**src/rtl/assert_macros.svh**
```systemverilog
// ----------------------------------------------------------------------------
// assert_macros.svh
// Assertion shorthands shared by the servo sweep positioner modules. Each
// macro samples on the rising edge of clk and is held off while rst_n is low.
// ----------------------------------------------------------------------------
`ifndef ASSERT_MACROS_SVH
`define ASSERT_MACROS_SVH

// Same-cycle implication
`define SSP_ASSERT_IMP(lbl, ante, cons, msg) \
  lbl: assert property (@(posedge clk) disable iff (!rst_n) (ante) |-> (cons)) \
    else $error(msg);

// Next-cycle implication
`define SSP_ASSERT_NXT(lbl, ante, cons, msg) \
  lbl: assert property (@(posedge clk) disable iff (!rst_n) (ante) |=> (cons)) \
    else $error(msg);

`endif

```
**src/rtl/ssp_pkg.sv**
```systemverilog
// ----------------------------------------------------------------------------
// ssp_pkg
// Shared types, codes and constants of the servo sweep positioner.
// ----------------------------------------------------------------------------
`default_nettype none

package ssp_pkg;

  // Angle limits and reset position
  localparam logic [7:0] FULL_ANGLE   = 8'd180;
  localparam logic [7:0] CENTER_ANGLE = 8'd90;

  // Command codes
  localparam logic [2:0] CMD_TICK   = 3'd0;
  localparam logic [2:0] CMD_SET    = 3'd1;
  localparam logic [2:0] CMD_SWEEP  = 3'd2;
  localparam logic [2:0] CMD_PULSE  = 3'd3;
  localparam logic [2:0] CMD_STOP   = 3'd4;
  localparam logic [2:0] CMD_ATTACH = 3'd5;
  localparam logic [2:0] CMD_DETACH = 3'd6;

  // Servo write kinds
  localparam logic [1:0] KIND_NONE  = 2'd0;
  localparam logic [1:0] KIND_ANGLE = 2'd1;
  localparam logic [1:0] KIND_PULSE = 2'd2;

  // Register map
  localparam int          REG_IDX_W       = 3;
  localparam int          APB_ADDR_W      = 5;
  localparam logic [REG_IDX_W-1:0] REG_MIN_PULSE  = 3'd0;
  localparam logic [REG_IDX_W-1:0] REG_MAX_PULSE  = 3'd1;
  localparam logic [REG_IDX_W-1:0] REG_LIMITS_EN  = 3'd2;
  localparam logic [REG_IDX_W-1:0] REG_WINDOW_LOW = 3'd3;
  localparam logic [REG_IDX_W-1:0] REG_WINDOW_HI  = 3'd4;

  // Register reset values
  localparam logic [11:0] MIN_PULSE_RST = 12'd500;
  localparam logic [11:0] MAX_PULSE_RST = 12'd2500;
  localparam logic [7:0]  WIN_LOW_RST   = 8'd0;
  localparam logic [7:0]  WIN_HIGH_RST  = 8'd180;

  // Shared divider: quotient always fits in eight bits
  localparam int DIV_STEPS = 8;
  localparam int DIV_CNT_W = $clog2(DIV_STEPS);

  typedef struct packed {
    logic [2:0]  command;
    logic [7:0]  angle_request;
    logic [15:0] sweep_ms;
    logic [11:0] pulse_request;
  } in_item_t;

  typedef struct packed {
    logic [1:0]  write_kind;
    logic [7:0]  write_angle;
    logic [11:0] write_pulse;
    logic [7:0]  angle_now;
    logic [7:0]  angle_goal;
    logic        moving;
    logic        active;
  } out_item_t;

  typedef struct packed {
    logic [11:0] min_pulse;
    logic [11:0] max_pulse;
    logic        limits_enabled;
    logic [7:0]  window_low;
    logic [7:0]  window_high;
  } cfg_t;

  // Controller to datapath commands
  typedef struct packed {
    logic cap;
    logic prep;
    logic step;
    logic commit;
  } ctl_cmd_t;

  // Datapath to controller status
  typedef struct packed {
    logic need_div;
  } dp_stat_t;

  typedef enum logic [1:0] {
    ST_IDLE,
    ST_PREP,
    ST_DIV,
    ST_DONE
  } st_t;

endpackage

`default_nettype wire

```
**src/rtl/ssp_ctrl.sv**
```systemverilog
// ----------------------------------------------------------------------------
// ssp_ctrl
// Sequencer: capture an item, prepare the product, run the divider when the
// item needs it, then commit once the result register is free.
// ----------------------------------------------------------------------------
`default_nettype none
`include "assert_macros.svh"

module ssp_ctrl (
  input  wire                clk,
  input  wire                rst_n,
  input  wire                in_valid,
  output logic               in_ready,
  input  wire                out_free,
  input  ssp_pkg::dp_stat_t  stat_i,
  output ssp_pkg::ctl_cmd_t  cmd_o
);
  import ssp_pkg::*;

  localparam logic [DIV_CNT_W-1:0] CNT_LAST = DIV_CNT_W'(DIV_STEPS - 1);

  st_t                  state_r, state_nxt;
  logic [DIV_CNT_W-1:0] cnt_r, cnt_nxt;

  // State and step counter
  always_ff @(posedge clk) begin
    if (!rst_n) begin
      state_r <= ST_IDLE;
      cnt_r   <= '0;
    end else begin
      state_r <= state_nxt;
      cnt_r   <= cnt_nxt;
    end
  end

  // Next state and commands
  always_comb begin
    state_nxt = state_r;
    cnt_nxt   = cnt_r;
    cmd_o     = '0;
    in_ready  = 1'b0;
    unique case (state_r)
      ST_IDLE: begin
        in_ready = 1'b1;
        if (in_valid) begin
          cmd_o.cap = 1'b1;
          state_nxt = ST_PREP;
        end
      end
      ST_PREP: begin
        cmd_o.prep = 1'b1;
        cnt_nxt    = '0;
        state_nxt  = stat_i.need_div ? ST_DIV : ST_DONE;
      end
      ST_DIV: begin
        cmd_o.step = 1'b1;
        cnt_nxt    = cnt_r + DIV_CNT_W'(1);
        if (cnt_r == CNT_LAST) begin
          state_nxt = ST_DONE;
        end
      end
      ST_DONE: begin
        if (out_free) begin
          cmd_o.commit = 1'b1;
          state_nxt    = ST_IDLE;
        end
      end
      default: state_nxt = ST_IDLE;
    endcase
  end

  `SSP_ASSERT_NXT(a_cap_then_prep, cmd_o.cap, cmd_o.prep, "capture not followed by prepare")
  `SSP_ASSERT_NXT(a_div_ends, cmd_o.step && cnt_r == CNT_LAST, state_r == ST_DONE,
    "divider overran its step count")

endmodule

`default_nettype wire

```
**src/rtl/ssp_dp.sv**
```systemverilog
// ----------------------------------------------------------------------------
// ssp_dp
// Datapath: servo state, angle and pulse clamps, shared multiplier and
// restoring divider, and the per-command state update.
// ----------------------------------------------------------------------------
`default_nettype none
`include "assert_macros.svh"

module ssp_dp (
  input  wire                clk,
  input  wire                rst_n,
  input  ssp_pkg::ctl_cmd_t  cmd_i,
  input  ssp_pkg::in_item_t  in_data_i,
  input  ssp_pkg::cfg_t      cfg_i,
  output ssp_pkg::dp_stat_t  stat_o,
  output ssp_pkg::out_item_t res_o
);
  import ssp_pkg::*;

  // Captured item
  in_item_t    item_r;

  // Servo state
  logic [7:0]  cur_r, cur_nxt;
  logic [7:0]  tgt_r, tgt_nxt;
  logic [7:0]  start_r, start_nxt;
  logic [15:0] el_r, el_nxt;
  logic [15:0] dur_r, dur_nxt;
  logic        sweep_r, sweep_nxt;
  logic        att_r, att_nxt;

  // Divider registers
  logic [15:0] rem_r;
  logic [7:0]  quo_r;
  logic [15:0] dvs_r;

  // Combinational terms
  logic [7:0]  a_sat, lo_b, hi_b, lim_a;
  logic [11:0] p_clamp, p_off;
  logic        p_fwd;
  logic [15:0] el_inc;
  logic        tick_div;
  logic        neg;
  logic [7:0]  diff_mag;
  logic [8:0]  sweep_sum;
  logic [7:0]  tick_pos;
  logic [7:0]  mul_a;
  logic [15:0] mul_b;
  logic [23:0] prod;
  logic [16:0] trial, trial_sub;
  logic        trial_ge;
  logic [7:0]  pmap_a;
  logic [1:0]  kind;
  logic [7:0]  wangle;
  logic [11:0] wpulse;

  // Clamp the requested angle to 0..180 and, with limits enabled, to the window
  always_comb begin
    a_sat = (item_r.angle_request > FULL_ANGLE) ? FULL_ANGLE : item_r.angle_request;
    lo_b  = (cfg_i.window_low > FULL_ANGLE) ? FULL_ANGLE : cfg_i.window_low;
    hi_b  = (cfg_i.window_high > FULL_ANGLE) ? FULL_ANGLE : cfg_i.window_high;
    lim_a = a_sat;
    if (cfg_i.limits_enabled) begin
      if (a_sat < lo_b) lim_a = lo_b;
      else if (a_sat > hi_b) lim_a = hi_b;
    end
  end

  // Clamp the requested pulse to the pulse range
  always_comb begin
    p_fwd = cfg_i.min_pulse < cfg_i.max_pulse;
    if (item_r.pulse_request < cfg_i.min_pulse) p_clamp = cfg_i.min_pulse;
    else if (item_r.pulse_request > cfg_i.max_pulse) p_clamp = cfg_i.max_pulse;
    else p_clamp = item_r.pulse_request;
    p_off = p_clamp - cfg_i.min_pulse;
  end

  // Sweep step terms
  always_comb begin
    el_inc    = (el_r != 16'hFFFF) ? el_r + 16'd1 : el_r;
    tick_div  = sweep_r && att_r && (dur_r != '0) && (el_inc < dur_r);
    neg       = tgt_r < start_r;
    diff_mag  = neg ? start_r - tgt_r : tgt_r - start_r;
    sweep_sum = neg ? {1'b0, start_r} - {1'b0, quo_r} : {1'b0, start_r} + {1'b0, quo_r};
    tick_pos  = tick_div ? sweep_sum[7:0] : tgt_r;
  end

  assign stat_o.need_div = ((item_r.command == CMD_TICK) && tick_div) ||
                           ((item_r.command == CMD_PULSE) && p_fwd);

  // Shared multiplier operands
  always_comb begin
    if (item_r.command == CMD_PULSE) begin
      mul_a = FULL_ANGLE;
      mul_b = {4'b0, p_off};
    end else begin
      mul_a = diff_mag;
      mul_b = el_inc;
    end
    prod = 24'(mul_a) * 24'(mul_b);
  end

  // One restoring step
  always_comb begin
    trial     = {rem_r, quo_r[7]};
    trial_sub = trial - {1'b0, dvs_r};
    trial_ge  = trial >= {1'b0, dvs_r};
  end

  // Capture, load product, step the divider
  always_ff @(posedge clk) begin
    if (cmd_i.cap) begin
      item_r <= in_data_i;
    end
    if (cmd_i.prep) begin
      rem_r <= prod[23:8];
      quo_r <= prod[7:0];
      dvs_r <= (item_r.command == CMD_PULSE) ?
               {4'b0, cfg_i.max_pulse - cfg_i.min_pulse} : dur_r;
    end else if (cmd_i.step) begin
      rem_r <= trial_ge ? trial_sub[15:0] : trial[15:0];
      quo_r <= {quo_r[6:0], trial_ge};
    end
  end

  // Mapped angle of the clamped pulse
  always_comb begin
    if (p_fwd) pmap_a = quo_r;
    else if (cfg_i.min_pulse == cfg_i.max_pulse) pmap_a = '0;
    else pmap_a = (p_clamp == cfg_i.min_pulse) ? 8'd0 : FULL_ANGLE;
  end

  // Per-command state update and result
  always_comb begin
    cur_nxt   = cur_r;
    tgt_nxt   = tgt_r;
    start_nxt = start_r;
    el_nxt    = el_r;
    dur_nxt   = dur_r;
    sweep_nxt = sweep_r;
    att_nxt   = att_r;
    kind      = KIND_NONE;
    wangle    = '0;
    wpulse    = '0;
    case (item_r.command) inside
      CMD_TICK: begin
        if (sweep_r) begin
          el_nxt = el_inc;
          if (att_r) begin
            cur_nxt = tick_pos;
            kind    = KIND_ANGLE;
            wangle  = tick_pos;
            if (tick_pos == tgt_r) sweep_nxt = 1'b0;
          end
        end
      end
      CMD_SET, CMD_SWEEP: begin
        if (item_r.command == CMD_SWEEP && item_r.sweep_ms != '0) begin
          tgt_nxt   = lim_a;
          start_nxt = cur_r;
          el_nxt    = '0;
          dur_nxt   = item_r.sweep_ms;
          sweep_nxt = 1'b1;
        end else begin
          sweep_nxt = 1'b0;
          cur_nxt   = lim_a;
          tgt_nxt   = lim_a;
          if (att_r) begin
            kind   = KIND_ANGLE;
            wangle = lim_a;
          end
        end
      end
      CMD_PULSE: begin
        if (att_r) begin
          kind   = KIND_PULSE;
          wpulse = p_clamp;
        end
        cur_nxt   = pmap_a;
        tgt_nxt   = pmap_a;
        sweep_nxt = 1'b0;
      end
      CMD_STOP: begin
        sweep_nxt = 1'b0;
        tgt_nxt   = cur_r;
      end
      CMD_ATTACH: begin
        if (!att_r) begin
          att_nxt = 1'b1;
          kind    = KIND_ANGLE;
          wangle  = cur_r;
        end
      end
      CMD_DETACH: att_nxt = 1'b0;
      default: ;
    endcase

    res_o.write_kind  = kind;
    res_o.write_angle = wangle;
    res_o.write_pulse = wpulse;
    res_o.angle_now   = cur_nxt;
    res_o.angle_goal  = tgt_nxt;
    res_o.moving      = sweep_nxt && (cur_nxt != tgt_nxt);
    res_o.active      = att_nxt;
  end

  // Servo state registers
  always_ff @(posedge clk) begin
    if (!rst_n) begin
      cur_r   <= CENTER_ANGLE;
      tgt_r   <= CENTER_ANGLE;
      start_r <= CENTER_ANGLE;
      el_r    <= '0;
      dur_r   <= '0;
      sweep_r <= 1'b0;
      att_r   <= 1'b1;
    end else if (cmd_i.commit) begin
      cur_r   <= cur_nxt;
      tgt_r   <= tgt_nxt;
      start_r <= start_nxt;
      el_r    <= el_nxt;
      dur_r   <= dur_nxt;
      sweep_r <= sweep_nxt;
      att_r   <= att_nxt;
    end
  end

  `SSP_ASSERT_IMP(a_sweep_has_dur, sweep_r, dur_r != '0, "sweep running with zero duration")
  `SSP_ASSERT_IMP(a_angles_in_range, 1'b1, cur_r <= FULL_ANGLE && tgt_r <= FULL_ANGLE,
    "angle state beyond full scale")

endmodule

`default_nettype wire

```
**src/rtl/servo_sweep_positioner.sv**
```systemverilog
// ----------------------------------------------------------------------------
// servo_sweep_positioner
// Servo position commander: instant moves, timed linear sweeps, pulse-width
// commands, stop and attach/detach, with an APB register file for the pulse
// range and the angle window.
//
//   Port group     Direction   Handshake            Beat
//   in_*           input       in_valid/in_ready    in_item_t command
//   out_*          output      out_valid/out_ready  out_item_t result
//   APB (p*)       input       psel/penable, pready register write/read
//
// An item passes from acceptance through the prepare and done states to the
// result register, with the shared 8-step restoring divider run in between
// for a tick of an attached sweep before its end, or a pulse command over a
// non-empty range; the next item is taken once the sequencer is back in idle.
// A stalled output holds the sequencer at commit; nothing is dropped.
// Reset is synchronous, active low; no clearing pass is needed.
// ----------------------------------------------------------------------------
`default_nettype none
`include "assert_macros.svh"

module servo_sweep_positioner (
  input  wire                                clk,
  input  wire                                rst_n,
  // Command channel
  input  wire                                in_valid,
  output logic                               in_ready,
  input  ssp_pkg::in_item_t                  in_data,
  // Result channel
  output logic                               out_valid,
  input  wire                                out_ready,
  output ssp_pkg::out_item_t                 out_data,
  // Register port
  input  wire                                psel,
  input  wire                                penable,
  input  wire                                pwrite,
  input  wire [ssp_pkg::APB_ADDR_W-1:0]      paddr,
  input  wire [31:0]                         pwdata,
  output logic [31:0]                        prdata,
  output logic                               pready
);
  import ssp_pkg::*;

  cfg_t            cfg_r;
  logic            out_valid_r;
  out_item_t       out_data_r;
  logic            out_free;
  logic            wr_en;
  logic [REG_IDX_W-1:0] reg_idx;
  ctl_cmd_t        cmd;
  dp_stat_t        stat;
  out_item_t       res;

  assign pready  = 1'b1;
  assign reg_idx = paddr[APB_ADDR_W-1:2];
  assign wr_en   = psel && penable && pwrite;

  // Register writes
  always_ff @(posedge clk) begin
    if (!rst_n) begin
      cfg_r.min_pulse      <= MIN_PULSE_RST;
      cfg_r.max_pulse      <= MAX_PULSE_RST;
      cfg_r.limits_enabled <= 1'b0;
      cfg_r.window_low     <= WIN_LOW_RST;
      cfg_r.window_high    <= WIN_HIGH_RST;
    end else if (wr_en) begin
      unique case (reg_idx)
        REG_MIN_PULSE:  cfg_r.min_pulse      <= pwdata[11:0];
        REG_MAX_PULSE:  cfg_r.max_pulse      <= pwdata[11:0];
        REG_LIMITS_EN:  cfg_r.limits_enabled <= pwdata[0];
        REG_WINDOW_LOW: cfg_r.window_low     <= pwdata[7:0];
        REG_WINDOW_HI:  cfg_r.window_high    <= pwdata[7:0];
        default: ;
      endcase
    end
  end

  // Register reads
  always_comb begin
    unique case (reg_idx)
      REG_MIN_PULSE:  prdata = {20'b0, cfg_r.min_pulse};
      REG_MAX_PULSE:  prdata = {20'b0, cfg_r.max_pulse};
      REG_LIMITS_EN:  prdata = {31'b0, cfg_r.limits_enabled};
      REG_WINDOW_LOW: prdata = {24'b0, cfg_r.window_low};
      REG_WINDOW_HI:  prdata = {24'b0, cfg_r.window_high};
      default:        prdata = '0;
    endcase
  end

  assign out_free = !out_valid_r || out_ready;

  ssp_ctrl u_ctrl (
    .clk      (clk),
    .rst_n    (rst_n),
    .in_valid (in_valid),
    .in_ready (in_ready),
    .out_free (out_free),
    .stat_i   (stat),
    .cmd_o    (cmd)
  );

  ssp_dp u_dp (
    .clk       (clk),
    .rst_n     (rst_n),
    .cmd_i     (cmd),
    .in_data_i (in_data),
    .cfg_i     (cfg_r),
    .stat_o    (stat),
    .res_o     (res)
  );

  // Output register: load on commit, drop on take
  always_ff @(posedge clk) begin
    if (!rst_n) begin
      out_valid_r <= 1'b0;
    end else if (cmd.commit) begin
      out_valid_r <= 1'b1;
    end else if (out_ready) begin
      out_valid_r <= 1'b0;
    end
  end

  always_ff @(posedge clk) begin
    if (cmd.commit) begin
      out_data_r <= res;
    end
  end

  assign out_valid = out_valid_r;
  assign out_data  = out_data_r;

  `SSP_ASSERT_NXT(a_one_in_flight, in_valid && in_ready, !in_ready,
    "second item taken while one is in flight")
  `SSP_ASSERT_NXT(a_commit_shows, cmd.commit, out_valid, "committed result not presented")
  `SSP_ASSERT_IMP(a_no_overwrite, cmd.commit, !out_valid_r || out_ready,
    "result register overwritten while stalled")

endmodule

`default_nettype wire
```
**config.mk**
```make
export PLATFORM = sky130hd
export DESIGN_NAME = servo_sweep_positioner
export DESIGN_NICKNAME = d
export VERILOG_FILES = /design/src/rtl/ssp_pkg.sv /design/src/rtl/ssp_ctrl.sv /design/src/rtl/ssp_dp.sv /design/src/rtl/servo_sweep_positioner.sv
export VERILOG_INCLUDE_DIRS = /design/src /design/src/rtl
export SDC_FILE = /design/constraint.sdc
export NUM_CORES = 1
export LEC_CHECK = 0
export ABC_CLOCK_PERIOD_IN_PS = 11510
export BUFFER_PORTS_ARGS = -buffer_cell sky130_fd_sc_hd__buf_2
export CAP_MARGIN = 20
export CORE_ASPECT_RATIO = 1.5
export CORE_MARGIN = 2
export CORE_UTILIZATION = 60
export CTS_CLUSTER_DIAMETER = 200
export DETAILED_ROUTE_END_ITERATION = 6
export HOLD_SLACK_MARGIN = 0.15
export PLACE_DENSITY = 0.8
export SYNTH_ARGS = -nofsm -noshare
export SYNTH_HDL_FRONTEND = slang
export SYNTH_SLANG_ARGS = --single-unit
```
**constraint.sdc**
```tcl
create_clock -name clk -period 11.51 [get_ports clk]
set_input_delay 0 -clock clk [delete_from_list [all_inputs] [get_ports clk]]
set_output_delay 0 -clock clk [all_outputs]
set_load 0.05 [all_outputs]
```
**Word-level counts from Yosys, hierarchy flattened**

Cells that the tools add are included.

- Memory bits (read-only): 0
- Latch bits: 0
- Register bits after elaboration: 224
- RAM bits: 0
- Memories: 0

- Mux-type cells: 87
- Multiply operators: 1
- Eq/ne operators: 23
- Divide/modulo/power cells: 0
- Add/subtract/negate cells: 9
- Shifts and indexed selects: 0
- Bitwise gates (word level): 3
- Magnitude comparators: 11
- Reductions and logical operators: 32

Operators by type and width:

| cell | count |
|---|---|
| 2-to-1 mux 8 bit | 35 |
| 2-to-1 mux 16 bit | 9 |
| case mux 12 bit (5 select lines) | 1 |
| 2-to-1 mux 12 bit | 3 |
| nonzero test 16 bit | 2 |
| 2-to-1 mux 1 bit | 26 |
| == test 12 bit | 2 |
| > comparator 8 bit, second input constant | 3 |
| less-than comparator 12 bit | 2 |
| multiplier 8 x 16 -> 24 bit | 1 |
| subtractor 12 bit | 2 |
| subtractor 8 bit | 3 |
| 2-to-1 mux 2 bit | 11 |
| >= comparator 17 x 16 -> 1 bit | 1 |
| adder 16 x 1 -> 16 bit, second input constant | 1 |
| less-than comparator 16 bit | 1 |
| less-than comparator 8 bit | 2 |
| != test 16 bit, second input constant | 1 |
| subtractor 16 bit | 1 |
| == test 3 bit, second input constant | 5 |
| == test 3 x 2 -> 1 bit, second input constant | 4 |
| > comparator 12 bit | 1 |
| AND reduction 2 bit | 5 |
| nonzero test 2 bit | 5 |
| 22 further kinds | 39 |

**Logic depth before layout (Yosys ltp)**

- Depth after elaboration: 12
- Depth in mapped cells: 41
- Gate-level depth less buffers: 40

**Hierarchy**

A second synthesis with hierarchy kept.

- Cell total of the unflattened synthesis: 2,206
- Area total of the unflattened synthesis: 19,259.7 um^2

Modules (own cells, without submodules):

| module | instances | area an instance (um^2) | seq. area each (um^2) | cells each |
|---|---|---|---|---|
| ssp_dp | 1 | 15,564.9 | 3,533.4 | 1,887 |
| servo_sweep_positioner | 1 | 3,344.5 | 2,042.0 | 280 |
| ssp_ctrl | 1 | 350.3 | 100.1 | 39 |

**Least setup slack after synthesis**

No wires, ideal clock.

- Path type: register to register
- Start point: register u_dp.item_r[11] in the netlist's numbering
- End point: register u_dp.rem_r[15] (data pin)
- Path slack: 2,342 ps
- Data required time: 11,239 ps
- Arrival time: 8,897 ps
- Clock period less this slack: 9,168 ps
- Stages on the path, launching flop included: 40
- Cell sequence: edfxtp_1 ha_1 nand4_1 or2_2 a21o_1 a21oi_1 clkbuf_1 mux2i_1 nand2_1 o21ai_0 inv_1 ha_1 nor2b_1 o21ai_0 a21boi_0 o21ai_0 a21boi_0 o21ai_0 (+4 left out) or2_2 fa_1 inv_1 fa_1 fa_1 inv_1 fa_1 inv_1 ha_1 nand3_1 a2111oi_0 nor3_1 o31ai_1 a311oi_1 nor3_1 xnor2_1 nand2_1 o31ai_1

- Cells in the longest elaborated chain, start to end: 7

Ends and longest elaborated chain:

| what | line | text |
|---|---|---|
| start, declared | ssp_dp.sv:21 | `in_item_t item_r;` |
| start signal, assigned | ssp_dp.sv:113 | `item_r <= in_data_i;` |
| > comparator 12 bit | ssp_dp.sv:73 | `else if (item_r.pulse_request > cfg_i.max_pulse) p_clamp = cfg_i.max_pulse;` |
| 2-to-1 mux 12 bit | ssp_dp.sv:73 |  |
| 2-to-1 mux 12 bit (*) | ssp_dp.sv:72 | `if (item_r.pulse_request < cfg_i.min_pulse) p_clamp = cfg_i.min_pulse;` |
| via u_dp.p_clamp[1] | ssp_dp.sv:39 | `logic [11:0] p_clamp, p_off;` |
| subtractor 12 bit (*) | ssp_dp.sv:75 | `p_off = p_clamp - cfg_i.min_pulse;` |
| 2-to-1 mux 16 bit (*) | ssp_dp.sv:93 | `if (item_r.command == CMD_PULSE) begin` |
| multiplier 8 x 16 -> 24 bit (*) | ssp_dp.sv:100 | `prod = 24'(mul_a) * 24'(mul_b);` |
| 2-to-1 mux 16 bit (*) | ssp_dp.sv:115 | `if (cmd_i.prep) begin` |
| end signal, assigned | ssp_dp.sv:116 | `rem_r <= prod[23:8];` |
| end signal, assigned | ssp_dp.sv:121 | `rem_r <= trial_ge ? trial_sub[15:0] : trial[15:0];` |
| end, declared | ssp_dp.sv:33 | `logic [15:0] rem_r;` |

Mark *: on every way through the listed nets, which the timed path passes. The rest lies on a longest branch.
A chain may end at the register's enable or synchronous reset.

**Worst setup path in the final report**

- Start point: register cfg_r[26] in the netlist's numbering
- End point: register u_dp.rem_r[15] (data pin)

- Cells in the longest elaborated chain, start to end: 7

Ends and longest elaborated chain:

| what | line | text |
|---|---|---|
| start, declared | servo_sweep_positioner.sv:44 | `cfg_t cfg_r;` |
| > comparator 12 bit | ssp_dp.sv:73 |  |
| 2-to-1 mux 12 bit (*) | ssp_dp.sv:73 |  |
| 2-to-1 mux 12 bit (*) | ssp_dp.sv:72 |  |
| subtractor 12 bit (*) | ssp_dp.sv:75 |  |
| 2-to-1 mux 16 bit (*) | ssp_dp.sv:93 |  |
| multiplier 8 x 16 -> 24 bit (*) | ssp_dp.sv:100 |  |
| 2-to-1 mux 16 bit (*) | ssp_dp.sv:115 |  |

Every way passes the cells marked *; elsewhere a longest branch is shown, timed or not.

==> results_dict.tcl <==
set metrics [dict create \
    slew_headroom_pct 24.4 \
    fin_crit_sh_pct 90.3 \
    drive_gt1_share_pct 9.67 \
    required_ns 11.81 \
    fin_skew_ns 0.0193 \
    rsz0062_at_grt "no" \
    drt-vias-per-instance 6.21 \
    num_rows 79 \
    hold_depth 5 \
    syn_area_um2 19000 \
    maxCapViolations 0 \
    layout_setup_ws_ns 1.11 \
    diodes 0 \
    worstSetupStartpointType "flop" \
    detail_route.wl_per_cell_um 20.6 \
    post-route-min-period_ns 10.40 \
    crit_type "flop to flop" \
    synth_flop_cell "edfxtp_1" \
    fmax_mhz 96.2 \
    ys_types 83 \
    clockBufferDepth 3 \
    area_growth_pct 12.4 \
    p_leak_nw 9.43 \
    place_ws_ns 1.30 \
    ioPinCount 158 \
    firstDrtPassIters 6 \
    clock-sinks 224 \
    rrSetupSlack_ns 1.11 \
    cts_tree "built" \
    multiInputGateArea_um2 12000 \
    setup_tns_ns 0 \
    drv_slew 0 \
    syn_inst 2232 \
    drc 0 \
    r2r-end "u_dp.rem_r[15]" \
    grt_max_degree 59 \
    cellPowerDensity_nw_per_um2 211 \
    die_w_um 149 \
    worst_pin_slew_ns 1.13 \
    clockPowerShare_pct 18.9 \
    design.die.area_um2 33100 \
    final.fill_count 2466 \
    drt_iter0_drc 1349 \
    grt.total_usage_pct 34.3 \
    cp-end-kind "flop" \
    min_to "cfg_r[17]" \
    setup_viol 0 \
    ir_worst_vdd_mv 0.150 \
    ys_ff_latch 224 \
    whs_ns 0.153 \
    cp.arrival_ns 10.69 \
    finish.instance_area_um2 21300 \
    hold_path_startpoint "paddr[2]" \
    p_seq_share_pct 26.5 \
    r2r_start "cfg_r[26]" \
    rr_worst_depth 39 \
    vias 17356 \
    place_area_um2 19800 \
    fin_util_pct 68.5 \
    io_buffers 114 \
    clock_latency_ns 0.55 \
    min-delay-path-class "input pin to flop" \
    antenna_found_initial 0 \
    status "finished, final reports clean" \
    layout.nets 2710 \
    critical-path-max-stage-delay_ns 0.71 \
    combPwrFrac_pct 54.7 \
    overflow 0 \
    ff_latch_area_um2 5680 \
    place.gp.congestion 0.960 \
    die_h_um 222 \
    p_switching_mw 2.03 \
    crit_fanout 13 \
    initial_core_util_pct 61.0 \
    dp_hpwl_mm 43.6 \
    intPower_mw 2.47 \
    cp_slowest_cell "a31oi_1" \
    ant_nets 0 \
    synth_seq_area_share_pct 29.9 \
    synth_edf_count 119 \
    htreeDepth 1 \
    cts_setup_buffers 0 \
    cts_root_buf "clkbuf_16" \
    async_flop_share_pct 0 \
    first_global_vias 17287 \
    sw_frac_of_total_pct 45.0 \
    clk_pin_slew_ns 0.07 \
    hold_viol_final 0 \
    routed_wl_mm 57.7 \
    core-area_um2 31100 \
    avgSynthCellArea_um2 8.51 \
    grt_pass1_wl_mm 89.4 \
    numCtsBuffers 24 \
    yosysWarnings 0 \
]
-- per-layer routing --
layer	vias up	GRT usage (%)	share of wire (%)	wire length, µm
met5	-	0	0	0
li1	7967	-	-	-
met2	946	61.2	50	29100
met3	265	4.18	6.8	3930
met1	8178	38.0	35	20400
met4	0	21.9	7.4	4250
-- kinds of logic after synthesis --
kind of cell	count (synthesis)	synth area share, %
compound gates	501	16.9
xor+xnor	74	3.45
fa+ha+maj	256	20.4
buf+inv	353	7.46
flops	224	29.9
mux	77	4.16
other cells	2	0.0395
simple gates	745	17.7
-- sequential cells by signal, summed over array words and instances (netlist names), 2 cells and up --
signal / flops
u_ctrl.state_r: 2
u_dp.dvs_r: 16
u_dp.cur_r: 8
u_dp.rem_r: 16
u_dp.dur_r: 16
u_dp.item_r: 39
cfg_r: 41
out_data: 40
u_ctrl.cnt_r: 3
u_dp.el_r: 16
u_dp.tgt_r: 8
u_dp.start_r: 8
u_dp.quo_r: 8
-- synthesized netlist by cell type, drive strengths merged, types with 18 or more instances --
cell type	count	area, µm²
xor2	27	244
ha	166	2080
nor2	278	1040
xnor2	47	412
mux2i	61	611
o211ai	32	240
buf	35	224
o21ai	118	594
a211oi	21	168
a21oi	162	815
nand4	25	171
nor3	49	250
inv	247	927
fa	90	1800
nand2	217	815
nand2b	18	113
a21o	25	188
or2	18	113
a22oi	18	135
nand3	51	260
clkbuf	70	263
dfxtp	105	2100
edfxtp	119	3570
and2	27	169
-- stage by stage --
stage | cells | power [mW]
CTS | 2792 | 4.46
finish | 2794 | 4.50
detailed placement | 2684 | 3.59
global route | 2794 | 4.79
global placement | 2684 | 3.51
floorplan | 2251 | 2.96
-- what timing repair did --
| item | 4_1_cts | 5_1_grt |
|---|---|---|
| endpoints found under the hold margin | 100 | 0 |
| gates resized for setup | 0 | 0 |
| hold buffers | 64 | 0 |
-- worst max path at each step --
| stage | startpoint | end | depth (start not counted) |
|---|---|---|---|
| 2_1_floorplan | u_dp.item_r[11] | u_dp.rem_r[15] | 39 |
| 3_3_place_gp | cfg_r[35] | u_dp.rem_r[15] | 40 |
| 3_5_place_dp | cfg_r[35] | u_dp.rem_r[15] | 38 |
| 4_1_cts | cfg_r[35] | u_dp.rem_r[15] | 37 |
| 5_1_grt | cfg_r[27] | u_dp.rem_r[15] | 39 |
| 6_report | cfg_r[26] | u_dp.rem_r[15] | 39 |
-- cells in the final DEF, fill, tap and decap left out, drive strengths merged, types with 25 or more instances in the layout --
cell type,n
inv,251
fa,90
and2,27
o211ai,32
nor3,49
nand4,25
xnor2,47
mux2i,61
o21ai,118
nor2,278
nand2,217
nand3,51
clkbuf,29
xor2,27
buf,135
edfxtp,119
dlygate4sd3,64
a21o,25
ha,166
dfxtp,105
a21oi,162
-- layout make-up --
cell class / instances / area share (%)
Inverter: 248 / 4.36
Clock buffer: 29 / 3.05
Sequential cell: 224 / 26.6
Multi-Input combinational cell: 1674 / 56.2
Clock inverter: 15 / 0.944
Timing Repair Buffer: 199 / 6.47
Tap cell: 405 / 2.37
-- power groups by stage --
stage | Combinational (mW) | Sequential (mW) | Clock, mW
2_1_floorplan | 1.77 | 1.19 | 0
3_3_place_gp | 2.32 | 1.19 | 0
3_5_place_dp | 2.39 | 1.20 | 0
4_1_cts | 2.42 | 1.18 | 0.853
5_1_grt | 2.70 | 1.20 | 0.883
6_report | 2.46 | 1.19 | 0.849
-- worst max-delay path, delay by kind of cell, from the launching register on --
kind / cells / cell delay, ns
xor+xnor: 1 / 0.10
fa+ha+maj: 8 / 3.39
flops: 1 / 0.49
buf+inv: 4 / 0.46
compound gates: 17 / 4.15
simple gates: 9 / 1.53
(Power assumes the default switching activity.)
